### config.mk
export PLATFORM = sky130hd
export DESIGN_NAME = tbt_log_cell
export DESIGN_NICKNAME = d
export VERILOG_FILES = /design/src/design/tbt_pkg.sv /design/src/design/tbt_log_cell.sv
export SDC_FILE = /design/constraint.sdc
export NUM_CORES = 2
export LEC_CHECK = 0
export BUFFER_PORTS_ARGS = -buffer_cell sky130_fd_sc_hd__clkbuf_2
export CORE_MARGIN = 10
export CORE_UTILIZATION = 35
export DETAILED_ROUTE_END_ITERATION = 6
export PLACE_DENSITY = 0.6
export SETUP_SLACK_MARGIN = 0.4
export SYNTH_ARGS = -nofsm -noshare
export SYNTH_HDL_FRONTEND = slang
export SYNTH_SLANG_ARGS = --single-unit
### constraint.sdc
create_clock -name clk -period 16.8 [get_ports clk]
set_input_delay 1.68 -clock clk [delete_from_list [all_inputs] [get_ports clk]]
set_output_delay 1.68 -clock clk [all_outputs]
set_load 0.05 [all_outputs]
### src/design/tbt_pkg.sv
// Shared types, codes and constants for the thermistor Beta temperature block.
// No dependencies; every other design file refers to this package by scoped name.
`default_nettype none
package tbt_pkg;

  typedef enum logic [1:0] {
    ST_OK    = 2'd0,
    ST_HIGH  = 2'd1,
    ST_ZERO  = 2'd2,
    ST_CLAMP = 2'd3
  } status_t;

  typedef enum logic [1:0] {
    CFG_SERIES  = 2'd0,
    CFG_NOMINAL = 2'd1,
    CFG_BETA    = 2'd2,
    CFG_SUPPLY  = 2'd3
  } cfg_idx_t;

  typedef struct packed {
    logic    valid;
    status_t status;
  } side_t;

  localparam int MANT_W = 32;
  localparam int OPND_W = 40;
  localparam int KINT_W = 6;
  localparam int MAG_W  = 23;
  localparam int DIV_W  = 39;
  localparam int X_W    = 53;
  localparam int Q_W    = 17;

  // 29815 * ln2 in Q16, rounded from ln2 in Q32.
  localparam logic [31:0] KQ16 = 32'((64'd29815 * 64'd2977044472 + 64'd32768) >> 16);
  localparam logic [6:0]  BETA_SCALE    = 7'd100;
  localparam logic [21:0] BETA_T0_SCALE = 22'd2981500;
  localparam logic [17:0] ZERO_C_CENTI  = 18'd27315;
  localparam logic [16:0] TK_MAX        = 17'd60082;
  localparam logic [15:0] TEMP_MIN      = 16'h8000;
  localparam logic [15:0] TEMP_MAX      = 16'h7FFF;

  function automatic logic [5:0] msb_index(input logic [OPND_W-1:0] x);
    logic [5:0] idx;
    idx = '0;
    for (int i = 0; i < OPND_W; i++) begin
      if (x[i]) idx = 6'(i);
    end
    return idx;
  endfunction

endpackage
`default_nettype wire

### src/design/tbt_log_cell.sv
// One fraction bit of the base-2 logarithm for both operands, by squaring.
// Depends on tbt_pkg.
`default_nettype none
module tbt_log_cell #(
  parameter int FB  = 24,
  parameter int BIT = 0
) (
  input  wire logic                          clk,
  input  wire logic                          rst_n,
  input  wire tbt_pkg::side_t                side_i,
  input  wire logic [tbt_pkg::MANT_W-1:0]    mn_i,
  input  wire logic [tbt_pkg::MANT_W-1:0]    md_i,
  input  wire logic [tbt_pkg::KINT_W+FB-1:0] rn_i,
  input  wire logic [tbt_pkg::KINT_W+FB-1:0] rd_i,
  output tbt_pkg::side_t                     side_o,
  output logic [tbt_pkg::MANT_W-1:0]         mn_o,
  output logic [tbt_pkg::MANT_W-1:0]         md_o,
  output logic [tbt_pkg::KINT_W+FB-1:0]      rn_o,
  output logic [tbt_pkg::KINT_W+FB-1:0]      rd_o
);
  logic [2*tbt_pkg::MANT_W-1:0] pn, pd;
  logic [tbt_pkg::MANT_W:0]     sn, sd;
  tbt_pkg::side_t               side_r;
  logic [tbt_pkg::MANT_W-1:0]   mn_r, md_r, mn_nxt, md_nxt;
  logic [tbt_pkg::KINT_W+FB-1:0] rn_r, rd_r, rn_nxt, rd_nxt;

  always_comb begin
    pn = mn_i * mn_i;
    pd = md_i * md_i;
    sn = pn[2*tbt_pkg::MANT_W-1:tbt_pkg::MANT_W-1];
    sd = pd[2*tbt_pkg::MANT_W-1:tbt_pkg::MANT_W-1];
    rn_nxt = rn_i;
    rd_nxt = rd_i;
    // A square of two or more halves the mantissa and sets this bit.
    if (sn[tbt_pkg::MANT_W]) begin
      mn_nxt = sn[tbt_pkg::MANT_W:1];
      rn_nxt[BIT] = 1'b1;
    end else begin
      mn_nxt = sn[tbt_pkg::MANT_W-1:0];
    end
    if (sd[tbt_pkg::MANT_W]) begin
      md_nxt = sd[tbt_pkg::MANT_W:1];
      rd_nxt[BIT] = 1'b1;
    end else begin
      md_nxt = sd[tbt_pkg::MANT_W-1:0];
    end
  end

  always_ff @(posedge clk) begin
    if (!rst_n) begin
      side_r <= '0;
    end else begin
      side_r <= side_i;
    end
    mn_r <= mn_nxt;
    md_r <= md_nxt;
    rn_r <= rn_nxt;
    rd_r <= rd_nxt;
  end

  assign side_o = side_r;
  assign mn_o   = mn_r;
  assign md_o   = md_r;
  assign rn_o   = rn_r;
  assign rd_o   = rd_r;
endmodule
`default_nettype wire

==> impl_results.md <==
* Layout cell share with drive strength beyond 1 at 0.0661
* Root Driver: clkbuf_16
* Initial core utilization at 0.353
* CP most frequent cell: fa_1
* Setup TNS Final at 0 ps
* Fin crit share at 0.617
* Die span in x at 439 um
* Fmax at 96.5 MHz
* Status: completed
* Die ar. at 193000 sq um
* Initial DRC count at 2638
* Fill count at 17600
* Vias per inst at 4.78
* Antenna Nets Post-Route at 0
* Fin nets at 8875
* Syn_nets at 8794
* CTS tree: built
* Setup crit end kind: flip-flop
* Cell Area, Synth at 61500 sq um
* Area Overhead vs Synth at 6.85%
* Crit-path cells: clkbuf_2, buf_4, clkinv_1, nor2_1, fa_1, fa_1, fa_1, inv_1, fa_1, inv_1, fa_1, fa_1, fa_1, fa_1, ha_1, nand2_1, or3_4, a2111oi_0, a21oi_1, o21ai_0, and2_1, nor2_1, xnor2_1, mux2_2
* Initial antenna violation count at 3
* TritonCTS Buffers at 17
* Yosys cell types at 88
* Crit path buf inv count at 5
* Largest stage delay on the critical path at 1170 ps
* Worst path required time at 17200 ps
* Ports at 256
* Clk slew on worst S/H paths at 90 ps
* Commonest cells post-synth: 1962 x inv_1, 1582 x fa_1, 598 x ha_1
* Area post-placement at 65100 sq um
* First drt pass iteration count at 5
* Fin crit period at 10360 ps
* Endpoints failing hold at 0
* Slowest-stage cell, CP: a2111oi_0
* Post-synthesis sequential area ratio at 0.0413
* Synthesized flop and latch total at 127
* Synthesized instance count at 6485
* Fin. max-slew vios at 0
* Vias in the first global route at 48500
* Post-CTS resize count at 0
* Grt total ovfl at 0
* YS warnings at 0
* Placer congestion estimate at 0.919
* Hold slack at 1250 ps
* Clock Tree Buf Depth at 2
* Hold Path Class: in2reg
* Slew Limit Headroom at 0.0713
* Postcts setup bufs at 0
* Max-Cap Viols at 0
* DIE HEIGHT at 439 um
* Worst setup SP type: input port
* Worst-path fanout max at 26
* Synth area leader: fa_1
* Row count at 153
* Crit Path Class: in2reg
* Hold buffer count at CTS at 0
* Via count at 42600
* Core area at 174000 sq um
* Largest net degree at the start of global routing at 41
* Most frequent cell after synthesis: inv_1
* Post-Route WL at 171000 um
* Cell area after layout at 65700 sq um
* Synth area leaders: fa_1 51%, ha_1 12%, inv_1 12%, and2_1 4.7%, dfxtp_1 4.1%
* Final core utilization at 0.377
* Largest delay share family, worst path: adder cells
* Sink Count at 127
* Global-route wire length before repair at 275000 um
* Main flop type after synthesis: dfxtp_1
* Post-synth EDFFs at 0
* Number of buffers inserted by port buffering at 255
* Htree depth at 4
* Synthesized area per cell at 9.48 sq um
* DRC Markers at 0
* Final setup viols at 0
* Least-Margin Pin Slew at 1360 ps
* Avg WL per Cell at 19.2 um
* Share of the synthesized area in the top cell type at 0.515
* Unrepaired setup endpoints after global routing: false
* CP arrival at 10760 ps
* Final HPWL DP at 138000 um
* Async S/R FF share, synth at 0
* Total global-route track usage at 0.183
-- metrics by stage --
step | instances | setup WS, ps
floorplan | 6485 | 7720
global placement | 8872 | 6170
detailed placement | 8872 | 6050
CTS | 8904 | 6570
global route | 8906 | 6030
finish | 8909 | 6440
-- cell type report --
class	instances	area, sq um	share of cell area
Multi-Input combinational cell	4156	50700	0.771
Inverter	1963	7370	0.112
Tap cell	2325	2910	0.0443
Sequential cell	127	2540	0.0387
Timing Repair Buffer	301	1620	0.0247
Clock buffer	17	425	0.00647
Clock inverter	15	189	0.00287
Antenna cell	5	12.5	0.000190
-- registers in the layout (all words and copies together) (netlist names) --
signal,flops
side_o,3
md_o,32
rd_o,30
mn_o,32
rn_o,30
-- logic make-up after synthesis --
family                     count (synthesis)  synth area share
AOI/OAI and AO/OA                        435            0.0467
and+or+nand+nor                         1324             0.106
muxes                                     62            0.0118
DFF                                      127            0.0413
adders and majority gates               2180             0.637
buffers and inverters                   2202             0.135
xor gates and xnor gates                 155            0.0221
-- layout by cell type, fill, tap and decap left out, types with 7 or more instances in the layout --
cell,count
a31oi_1,25
o211ai_1,9
o21bai_1,23
o21a_1,8
nor2b_1,15
clkbuf_16,17
ha_1,598
o31ai_1,7
a31o_2,22
xnor2_1,75
a211oi_1,15
inv_1,1962
and2_1,465
nor2_1,117
or2_2,15
mux2_4,12
nor3_1,22
o21ai_0,64
mux2i_1,16
and3_1,13
dfxtp_1,127
clkbuf_2,255
fa_1,1582
a21oi_1,145
nand4_1,30
mux2_2,34
buf_4,46
nand2_1,583
a21o_1,46
nand3_1,27
xor2_1,80
-- worst paths after layout --
path	start	endpoint	slack [ps]	depth (start not counted)
max	md_i[16]	md_o[9]$_DFF_P_	6440	24
min	rd_i[9]	rd_o[9]$_DFF_P_	1250	1
-- per-layer routing --
metal / share of wire / global-route usage / routed length [um]
met4: 0.048 / 0.0750 / 8160
met1: 0.41 / 0.236 / 69600
met5: 0 / 0 / 0
met2: 0.49 / 0.309 / 83500
met3: 0.056 / 0.0230 / 9500
Power is left out: the tool's default activity adds up to more than one toggle a clock period on the data nets, which glitch-free logic cannot reach.
