File: src/design/tbt_pkg.sv
// Shared types, codes and constants for the thermistor Beta temperature block.
// No dependencies; every other design file refers to this package by scoped name.
`default_nettype none
package tbt_pkg;

  typedef enum logic [1:0] {
    ST_OK    = 2'd0,
    ST_HIGH  = 2'd1,
    ST_ZERO  = 2'd2,
    ST_CLAMP = 2'd3
  } status_t;

  typedef enum logic [1:0] {
    CFG_SERIES  = 2'd0,
    CFG_NOMINAL = 2'd1,
    CFG_BETA    = 2'd2,
    CFG_SUPPLY  = 2'd3
  } cfg_idx_t;

  typedef struct packed {
    logic    valid;
    status_t status;
  } side_t;

  localparam int MANT_W = 32;
  localparam int OPND_W = 40;
  localparam int KINT_W = 6;
  localparam int MAG_W  = 23;
  localparam int DIV_W  = 39;
  localparam int X_W    = 53;
  localparam int Q_W    = 17;

  // 29815 * ln2 in Q16, rounded from ln2 in Q32.
  localparam logic [31:0] KQ16 = 32'((64'd29815 * 64'd2977044472 + 64'd32768) >> 16);
  localparam logic [6:0]  BETA_SCALE    = 7'd100;
  localparam logic [21:0] BETA_T0_SCALE = 22'd2981500;
  localparam logic [17:0] ZERO_C_CENTI  = 18'd27315;
  localparam logic [16:0] TK_MAX        = 17'd60082;
  localparam logic [15:0] TEMP_MIN      = 16'h8000;
  localparam logic [15:0] TEMP_MAX      = 16'h7FFF;

  function automatic logic [5:0] msb_index(input logic [OPND_W-1:0] x);
    logic [5:0] idx;
    idx = '0;
    for (int i = 0; i < OPND_W; i++) begin
      if (x[i]) idx = 6'(i);
    end
    return idx;
  endfunction

endpackage
`default_nettype wire

File: src/design/tbt_div_cell.sv
// One quotient bit of the restoring division that yields the temperature.
// Depends on tbt_pkg.
`default_nettype none
module tbt_div_cell #(
  parameter int BIT = 0
) (
  input  wire logic                        clk,
  input  wire logic                        rst_n,
  input  wire tbt_pkg::side_t              side_i,
  input  wire logic [tbt_pkg::DIV_W-1:0]   rem_i,
  input  wire logic [tbt_pkg::DIV_W-1:0]   d_i,
  input  wire logic [tbt_pkg::Q_W-1:0]     xlo_i,
  input  wire logic [tbt_pkg::Q_W-1:0]     q_i,
  output tbt_pkg::side_t                   side_o,
  output logic [tbt_pkg::DIV_W-1:0]        rem_o,
  output logic [tbt_pkg::DIV_W-1:0]        d_o,
  output logic [tbt_pkg::Q_W-1:0]          xlo_o,
  output logic [tbt_pkg::Q_W-1:0]          q_o
);
  logic [tbt_pkg::DIV_W:0]   t;
  logic                      ge;
  tbt_pkg::side_t            side_r;
  logic [tbt_pkg::DIV_W-1:0] rem_r, rem_nxt, d_r;
  logic [tbt_pkg::Q_W-1:0]   xlo_r, q_r, q_nxt;

  always_comb begin
    t       = {rem_i, xlo_i[BIT]};
    ge      = t >= {1'b0, d_i};
    rem_nxt = ge ? tbt_pkg::DIV_W'(t - {1'b0, d_i}) : t[tbt_pkg::DIV_W-1:0];
    q_nxt   = q_i;
    q_nxt[BIT] = ge;
  end

  always_ff @(posedge clk) begin
    if (!rst_n) begin
      side_r <= '0;
    end else begin
      side_r <= side_i;
    end
    rem_r <= rem_nxt;
    d_r   <= d_i;
    xlo_r <= xlo_i;
    q_r   <= q_nxt;
  end

  assign side_o = side_r;
  assign rem_o  = rem_r;
  assign d_o    = d_r;
  assign xlo_o  = xlo_r;
  assign q_o    = q_r;
endmodule
`default_nettype wire

File: config.mk
export PLATFORM = sky130hd
export DESIGN_NAME = tbt_div_cell
export DESIGN_NICKNAME = d
export VERILOG_FILES = /design/src/design/tbt_pkg.sv /design/src/design/tbt_div_cell.sv
export SDC_FILE = /design/constraint.sdc
export NUM_CORES = 1
export LEC_CHECK = 0
export BUFFER_PORTS_ARGS = -buffer_cell sky130_fd_sc_hd__buf_2
export CAP_MARGIN = 30
export CORE_ASPECT_RATIO = 1.2
export CORE_MARGIN = 1.5
export CORE_UTILIZATION = 29
export DETAILED_ROUTE_END_ITERATION = 8
export MAX_ROUTING_LAYER = met4
export SYNTH_ARGS = -nofsm -noshare
export SYNTH_HDL_FRONTEND = slang
export SYNTH_SLANG_ARGS = --single-unit
export TNS_END_PERCENT = 50
File: constraint.sdc
create_clock -name clk -period 4.7 [get_ports clk]
set_clock_uncertainty 0.05 [all_clocks]
set_input_delay 0.235 -clock clk [delete_from_list [all_inputs] [get_ports clk]]
set_output_delay 0.235 -clock clk [all_outputs]
set_load 0.01 [all_outputs]
==> results of run 1 <==
through the flow:
step	total power, mW	worst slack, ps
after floorplan	1.504	2256
after CTS	3.033	1276
after detailed placement	1.738	1387
after global routing	3.153	1070
after global placement	1.733	1400
final	2.995	1333
sequential cells by signal, summed over array words and instances (netlist names):
signal	count
q_o	17
xlo_o	17
rem_o	39
d_o	39
side_o	3
layer usage:
| metal | GRT usage, % | vias up |
|---|---|---|
| met5 | - | - |
| met4 | 6.092 | 0 |
| met3 | 3.479 | 16 |
| met2 | 30.52 | 150 |
| met1 | 19.08 | 2343 |
| li1 | - | 2679 |
cells by family after synthesis:
kind of cell,synth area share [%]
flops,44.66
fa+ha+maj,9.854
mux,0.9952
buf+inv,5.583
compound gates,20.97
simple gates,13.52
xor+xnor,4.418
Yosys cell counts (7+ instances only):
cell,n
a31oi_1,9
a21o_1,23
o21ai_0,46
o21a_1,9
a21oi_1,38
dfxtp_1,115
nand2_1,65
xnor2_1,13
inv_1,44
o31ai_1,7
nand3_1,13
nor3_1,9
xor2_1,13
clkbuf_1,9
ha_1,39
and2_1,9
nor2_1,21
tightest hold or removal path: cells and delay by family:
family,cells,cell delay (ps)
buffers and inverters,1,100
AOI/OAI and AO/OA,1,60
and+or+nand+nor,1,50
final cells by class:
| cell class | instances | share of cell area, % |
|---|---|---|
| multi-input cells | 386 | 31.38 |
| repair buffers | 345 | 28.24 |
| flip-flops and latches | 115 | 28.15 |
| clock buffers | 20 | 5.461 |
| well taps | 220 | 3.365 |
| inverters | 45 | 2.096 |
| clock inverters | 12 | 1.316 |
worst max path at each step:
stage          cells after the start       from       end  slack (ps)
4_1_cts                           12    d_i[13]  rem_o[5]        1280
2_1_floorplan                     11    d_i[12]  rem_o[5]        2260
3_3_place_gp                      11    d_i[13]  rem_o[5]        1400
6_report                          11  rem_i[12]  rem_o[5]        1330
3_5_place_dp                      11    d_i[13]  rem_o[5]        1390
5_1_grt                           12    d_i[13]  rem_o[5]        1070
layout by cell type, fill, tap and decap left out, types with 13 or more instances in the layout:
master         instances
xnor2_1               13
a21oi_1               38
nand3_1               13
buf_2                230
a21o_1                23
inv_1                 44
o21ai_0               46
clkbuf_16             17
dlygate4sd3_1        113
xor2_1                13
dfxtp_1              115
nand2_1               65
nor2_1                21
ha_1                  39
repair_timing:
item / in CTS / in global routing
endpoints found under the hold margin: 111 / 0
buffers inserted: 0 / 0
gates resized for setup: 0 / 0
hold buffers: 113 / 0
power by group:
group	total, mW	internal (mW)	switching, mW
registers	1.10	1.08	0.0234
logic	0.686	0.328	0.358
clock network	1.20	0.740	0.465
==> key figures, run 1 <==
Drt
  • DRC: 0
  • Initial DRC count: 231
  • Routed Antenna Nets: 0
  • Drt wl/cell: 13.55 um
  • Wirelength, routed: 15480 um
  • Wire length on met3: 711 um
  • Vias/cell: 4.539
  • Top Metal Used: met4
  • DR vias: 5188
  • Metal-1 WL: 6574 um
  • DRT Pass-1 Iters: 4
  • Met2 wire length: 7950 um

Worst hold path
  • Hold path endpoint: rem_o[35]
  • Hold Crit Start: rem_i[34]
  • Hold path depth: 3
  • HP Class: in2reg

Run
  • Max Cap Viol: 0

Power
  • Leakage power: 3.994 nW
  • Peak supply drop: 0.2060 mV
  • PD cells: 366.2 nW/um^2

Floorplan
  • I/O pin count: 232
  • Initial Utilization: 29.56%
  • Die ar.: 18590 um^2
  • Core box area: 17440 um^2
  • Die Y: 149.1 um
  • FP Rows: 53
  • Horiz. Die Dim: 124.7 um

Clock network
  • Clk slew on worst S/H paths: 60 ps
  • CTS Root Buffer Type: clkbuf_16
  • CTS Buffer Depth: 2
  • CTS tree: built
  • Clock sinks: 115
  • CTS buffer count: 17
  • H-tree Lvls: 4

Place
  • GPL Wtd Cong: 0.8401
  • Dpl cell area: 6494 um^2
  • PortBufs: 230
  • Post-Place Cells: 998
  • Post-DP HPWL: 11300 um

STA
  • Setup TNS: 0 ps
  • Max transition margin: 66.38%
  • Min Hold Slack: 24.31 ps
  • Crit share post-route: 71.64%
  • Tightest Pin Transition: 496.5 ps
  • Final hold viol count: 0
  • Period minus WS final: 3367 ps
  • Fmax: 297.0 MHz
  • Final slew viol count: 0
  • Setup violations, final: 0
  • RSZ-0062 raised after global routing: no

Synth
  • Post-synth EDFFs: 0
  • Top cell type by total area after synthesis: dfxtp_1
  • Synth warnings: 0
  • Synth Cell Area: 5155 um^2
  • Syn Nets: 724
  • Synthesized area per cell: 9.092 um^2
  • Main synth FF type: dfxtp_1
  • Netlist cell types: 61
  • Synth area leaders: dfxtp_1 45%, ha_1 9.5%, nand2_1 4.7%, o21ai_0 4.5%, a21oi_1 3.7%
  • Asr flop ratio synth: 0%
  • Yosys reg bits: 115
  • Seq/Total Area, Yosys: 44.66%
  • Gate Count Post-Synth: 567
  • Synth top area share: 44.66%

Setup path
  • CP peak stage delay: 550 ps
  • Crit Path Class: in2reg
  • Bufs and invs on worst path: 3
  • Worst path cell trace: dlygate4sd3_1 -> buf_2 -> ha_1 -> and3_4 -> and2_4 -> a221oi_2 -> a21oi_1 -> o311ai_1 -> and3_2 -> buf_4 -> mux2_2
  • Worst path slowest cell: dlygate4sd3_1
  • CP arrival: 3620 ps
  • CP Capture Type: register
  • CP required: 4950 ps
  • Startpoint Class: input port
  • CP max FO: 23
  • Crit-path leading delay family: buffers and inverters

GRT
  • Number of global-route vias before repair: 5171
  • First-pass GRT wire length: 24810 um
  • GRT Total Usage: 17.15%
  • Pin count of the biggest net entering global routing: 36
  • Grt total ovfl: 0
  • Initial antenna violation count: 0

Final layout
  • Area grow syn2layout: 58.66%
  • Final core occ: 46.90%
  • Antenna diode count: 0
  • Finished Cell Area: 8179 um^2
  • Sequential standard cell area: 2302 um^2
  • Layout fillers: 1675
  • Nets: 1067
  • Area of the multi-input gates: 2566 um^2
  • Layout cells sized above 1: 29.47%
  • Non-Filler Instances: 1143

Outcome
  • Status: complete, no violations
Note: power is estimated with default switching activity, not from simulation.
==> run 2: changes to the inputs <==
==> constraint.sdc (replaced) <==
create_clock -name clk -period 3.2 [get_ports clk]
set_clock_uncertainty 0.05 [all_clocks]
set_input_delay 0.16 -clock clk [delete_from_list [all_inputs] [get_ports clk]]
set_output_delay 0.16 -clock clk [all_outputs]
set_load 0.01 [all_outputs]
==> run 2 against run 1 <==
Against the previous run:
- count of clock-buffer cells in the layout is 2 higher
- largest cell class unchanged
- global-route usage is 0.091 points higher
- sequential cell count stayed put
- first-iteration DRC count is 26% lower
- combinational power is 50% higher
- worst setup slack worse by 1100 ps
- final area is 1.5% higher
- via count is 2.0% higher
- critical path depth is 1 higher
==> key figures, run 2 (synthesis results as in run 1) <==
Floorplan
  • Horiz. Die Dim: 124.7 um (unchanged)
  • I/O pin count: 232 (unchanged)
  • Initial Utilization: 29.56% (unchanged)
  • FP Rows: 53 (unchanged)
  • Die ar.: 18590 um^2 (unchanged)
  • Core box area: 17440 um^2 (unchanged)
  • Die Y: 149.1 um (unchanged)

Worst hold path
  • Hold path endpoint: q_o[0]
  • Hold Crit Start: rem_i[38]
  • HP Class: in2reg
  • Hold path depth: 4 (+1)

Clock network
  • Clk slew on worst S/H paths: 50 ps (about the same)
  • CTS buffer count: 17 (unchanged)
  • H-tree Lvls: 4 (unchanged)
  • CTS tree: built
  • Clock sinks: 115 (unchanged)
  • CTS Root Buffer Type: clkbuf_16
  • Post-CTS Setup Repair Bufs: 0 (unchanged)
  • CTS Buffer Depth: 2 (unchanged)

STA
  • Tightest Pin Transition: 508.7 ps (+12.19 ps)
  • Final slew viol count: 0 (unchanged)
  • Setup violations, final: 0 (unchanged)
  • Crit share post-route: 92.07%
  • Final hold viol count: 0 (unchanged)
  • Fmax: 339.4 MHz
  • Period minus WS final: 2946 ps
  • Setup TNS: 0 ps (unchanged)
  • RSZ-0062 raised after global routing: no
  • Worst Slack Setup Final: 253.7 ps (-1079 ps)
  • Max transition margin: 65.55% (-0.83 points)

GRT
  • Pin count of the biggest net entering global routing: 32 (-11%)
  • GRT Total Usage: 17.24% (+0.091 points)
  • Initial antenna violation count: 0 (unchanged)
  • Number of global-route vias before repair: 5314 (+2.8%)
  • First-pass GRT wire length: 25110 um (+1.2%)
  • Grt total ovfl: 0 (unchanged)

Final layout
  • Area grow syn2layout: 61.12%
  • Antenna diode count: 0 (unchanged)
  • Commonest cells after routing, fill and taps aside: 230 x buf_2, 116 x dlygate4sd3_1, 115 x dfxtp_1
  • Final core occ: 47.62% (+0.72 points)
  • Commonest non-fill, non-tap cell in the layout: buf_2
  • Nets: 1076 (+0.84%)
  • Layout cells sized above 1: 29.83% (+0.36 points)

Drt
  • Initial DRC count: 172 (-26%)
  • DRT Pass-1 Iters: 4 (unchanged)
  • DR vias: 5290 (+2.0%)
  • Routed Antenna Nets: 0 (unchanged)
  • DRC: 0 (unchanged)
  • Drt wl/cell: 13.51 um (-0.23%)
  • Vias/cell: 4.592 (+1.2%)
  • Wirelength, routed: 15570 um (+0.56%)

Place
  • Post-DP HPWL: 11430 um (+1.2%)
  • GPL Wtd Cong: 0.8100 (-3.6%)
  • PortBufs: 230 (unchanged)
  • Worst slack, placed: 218.7 ps (-1169 ps)

Power
  • PD cells: 547.5 nW/um^2 (+49%)
  • Leakage power: 4.046 nW (+1.3%)
  • Peak supply drop: 0.3002 mV (+46%)

Outcome
  • Status: complete, no violations

Setup path
  • Startpoint Class: input port
  • CP Capture Type: register
  • CP required: 3440 ps (-1510 ps)
  • CP max FO: 7 (-70%)
  • Crit Path Class: in2reg
  • Setup crit start: d_i[8]
  • CP arrival: 3190 ps (-430 ps)

Run
  • Max Cap Viol: 0 (unchanged)
run 2: cell count changes in the layout (fill, tap and decap cells not counted), sizes merged:
cell,previous run,this run
buf,232,238
bufinv,1,2
clkbuf,20,22
clkinv,6,1
clkinvlp,3,5
dlygate4sd3,113,116
run 2: worst max-delay path, stage by stage:
cell	delay, ps
dlygate4sd3_1	530
buf_2	110
inv_1	50
ha_1	360
a2111oi_0	420
o21ai_0	260
a211oi_1	330
a21oi_1	160
nor2_1	350
o21ai_0	190
xnor2_1	180
o21ai_0	100
run 2: repair_timing:
item,CTS,global route
endpoints found under the setup margin,0,3
endpoints found under the hold margin,114,0
resized for setup,0,2
hold buffers,116,0
run 2: worst max-delay path by stage:
stage | to | slack, ps | cells after the start
finish | rem_o[25] | 250 | 12
CTS | rem_o[30] | 100 | 13
detailed placement | rem_o[30] | 220 | 12
floorplan | rem_o[5] | 830 | 11
global route | rem_o[25] | 0.6 | 12
global placement | rem_o[30] | 270 | 12
run 2: where the power goes:
group | switching (mW) | internal [mW] | total [mW] | leakage [nW]
clock network | 0.684 | 1.21 | 1.90 | 0.276
logic | 0.533 | 0.494 | 1.03 | 2.80
registers | 0.0349 | 1.59 | 1.62 | 0.970
total | 1.25 | 3.29 | 4.55 | 4.05
run 2: per-layer routing:
layer | vias up | wire length, um | global-route usage, %
met5 | - | 0 | -
met4 | 0 | 225 | 5.862
met3 | 16 | 682 | 3.049
met2 | 154 | 7909 | 30.25
met1 | 2417 | 6750 | 19.92
li1 | 2703 | - | -
run 2: layout make-up:
cell class                 count  area [um^2]
inverter                      45        171.4
fill                        1655         9135
clock inverter                10        123.9
sequential                   115         2302
tap                          220        275.3
multi-input combinational    386         2570
clock buffer                  22        474.2
timing repair buffer         354         2389
run 2: per-stage QoR:
stage                     total power, mW  cell area (um^2)  cells  hold WS [ps]
after floorplan                     2.209              5155    567         137.7
after global placement              2.558              6539   1004         212.3
after detailed placement            2.565              6539   1004         214.1
after CTS                           4.599              8298   1152         227.9
after global routing                4.788              8305   1152         166.8
final                               4.547              8305   1152         145.3
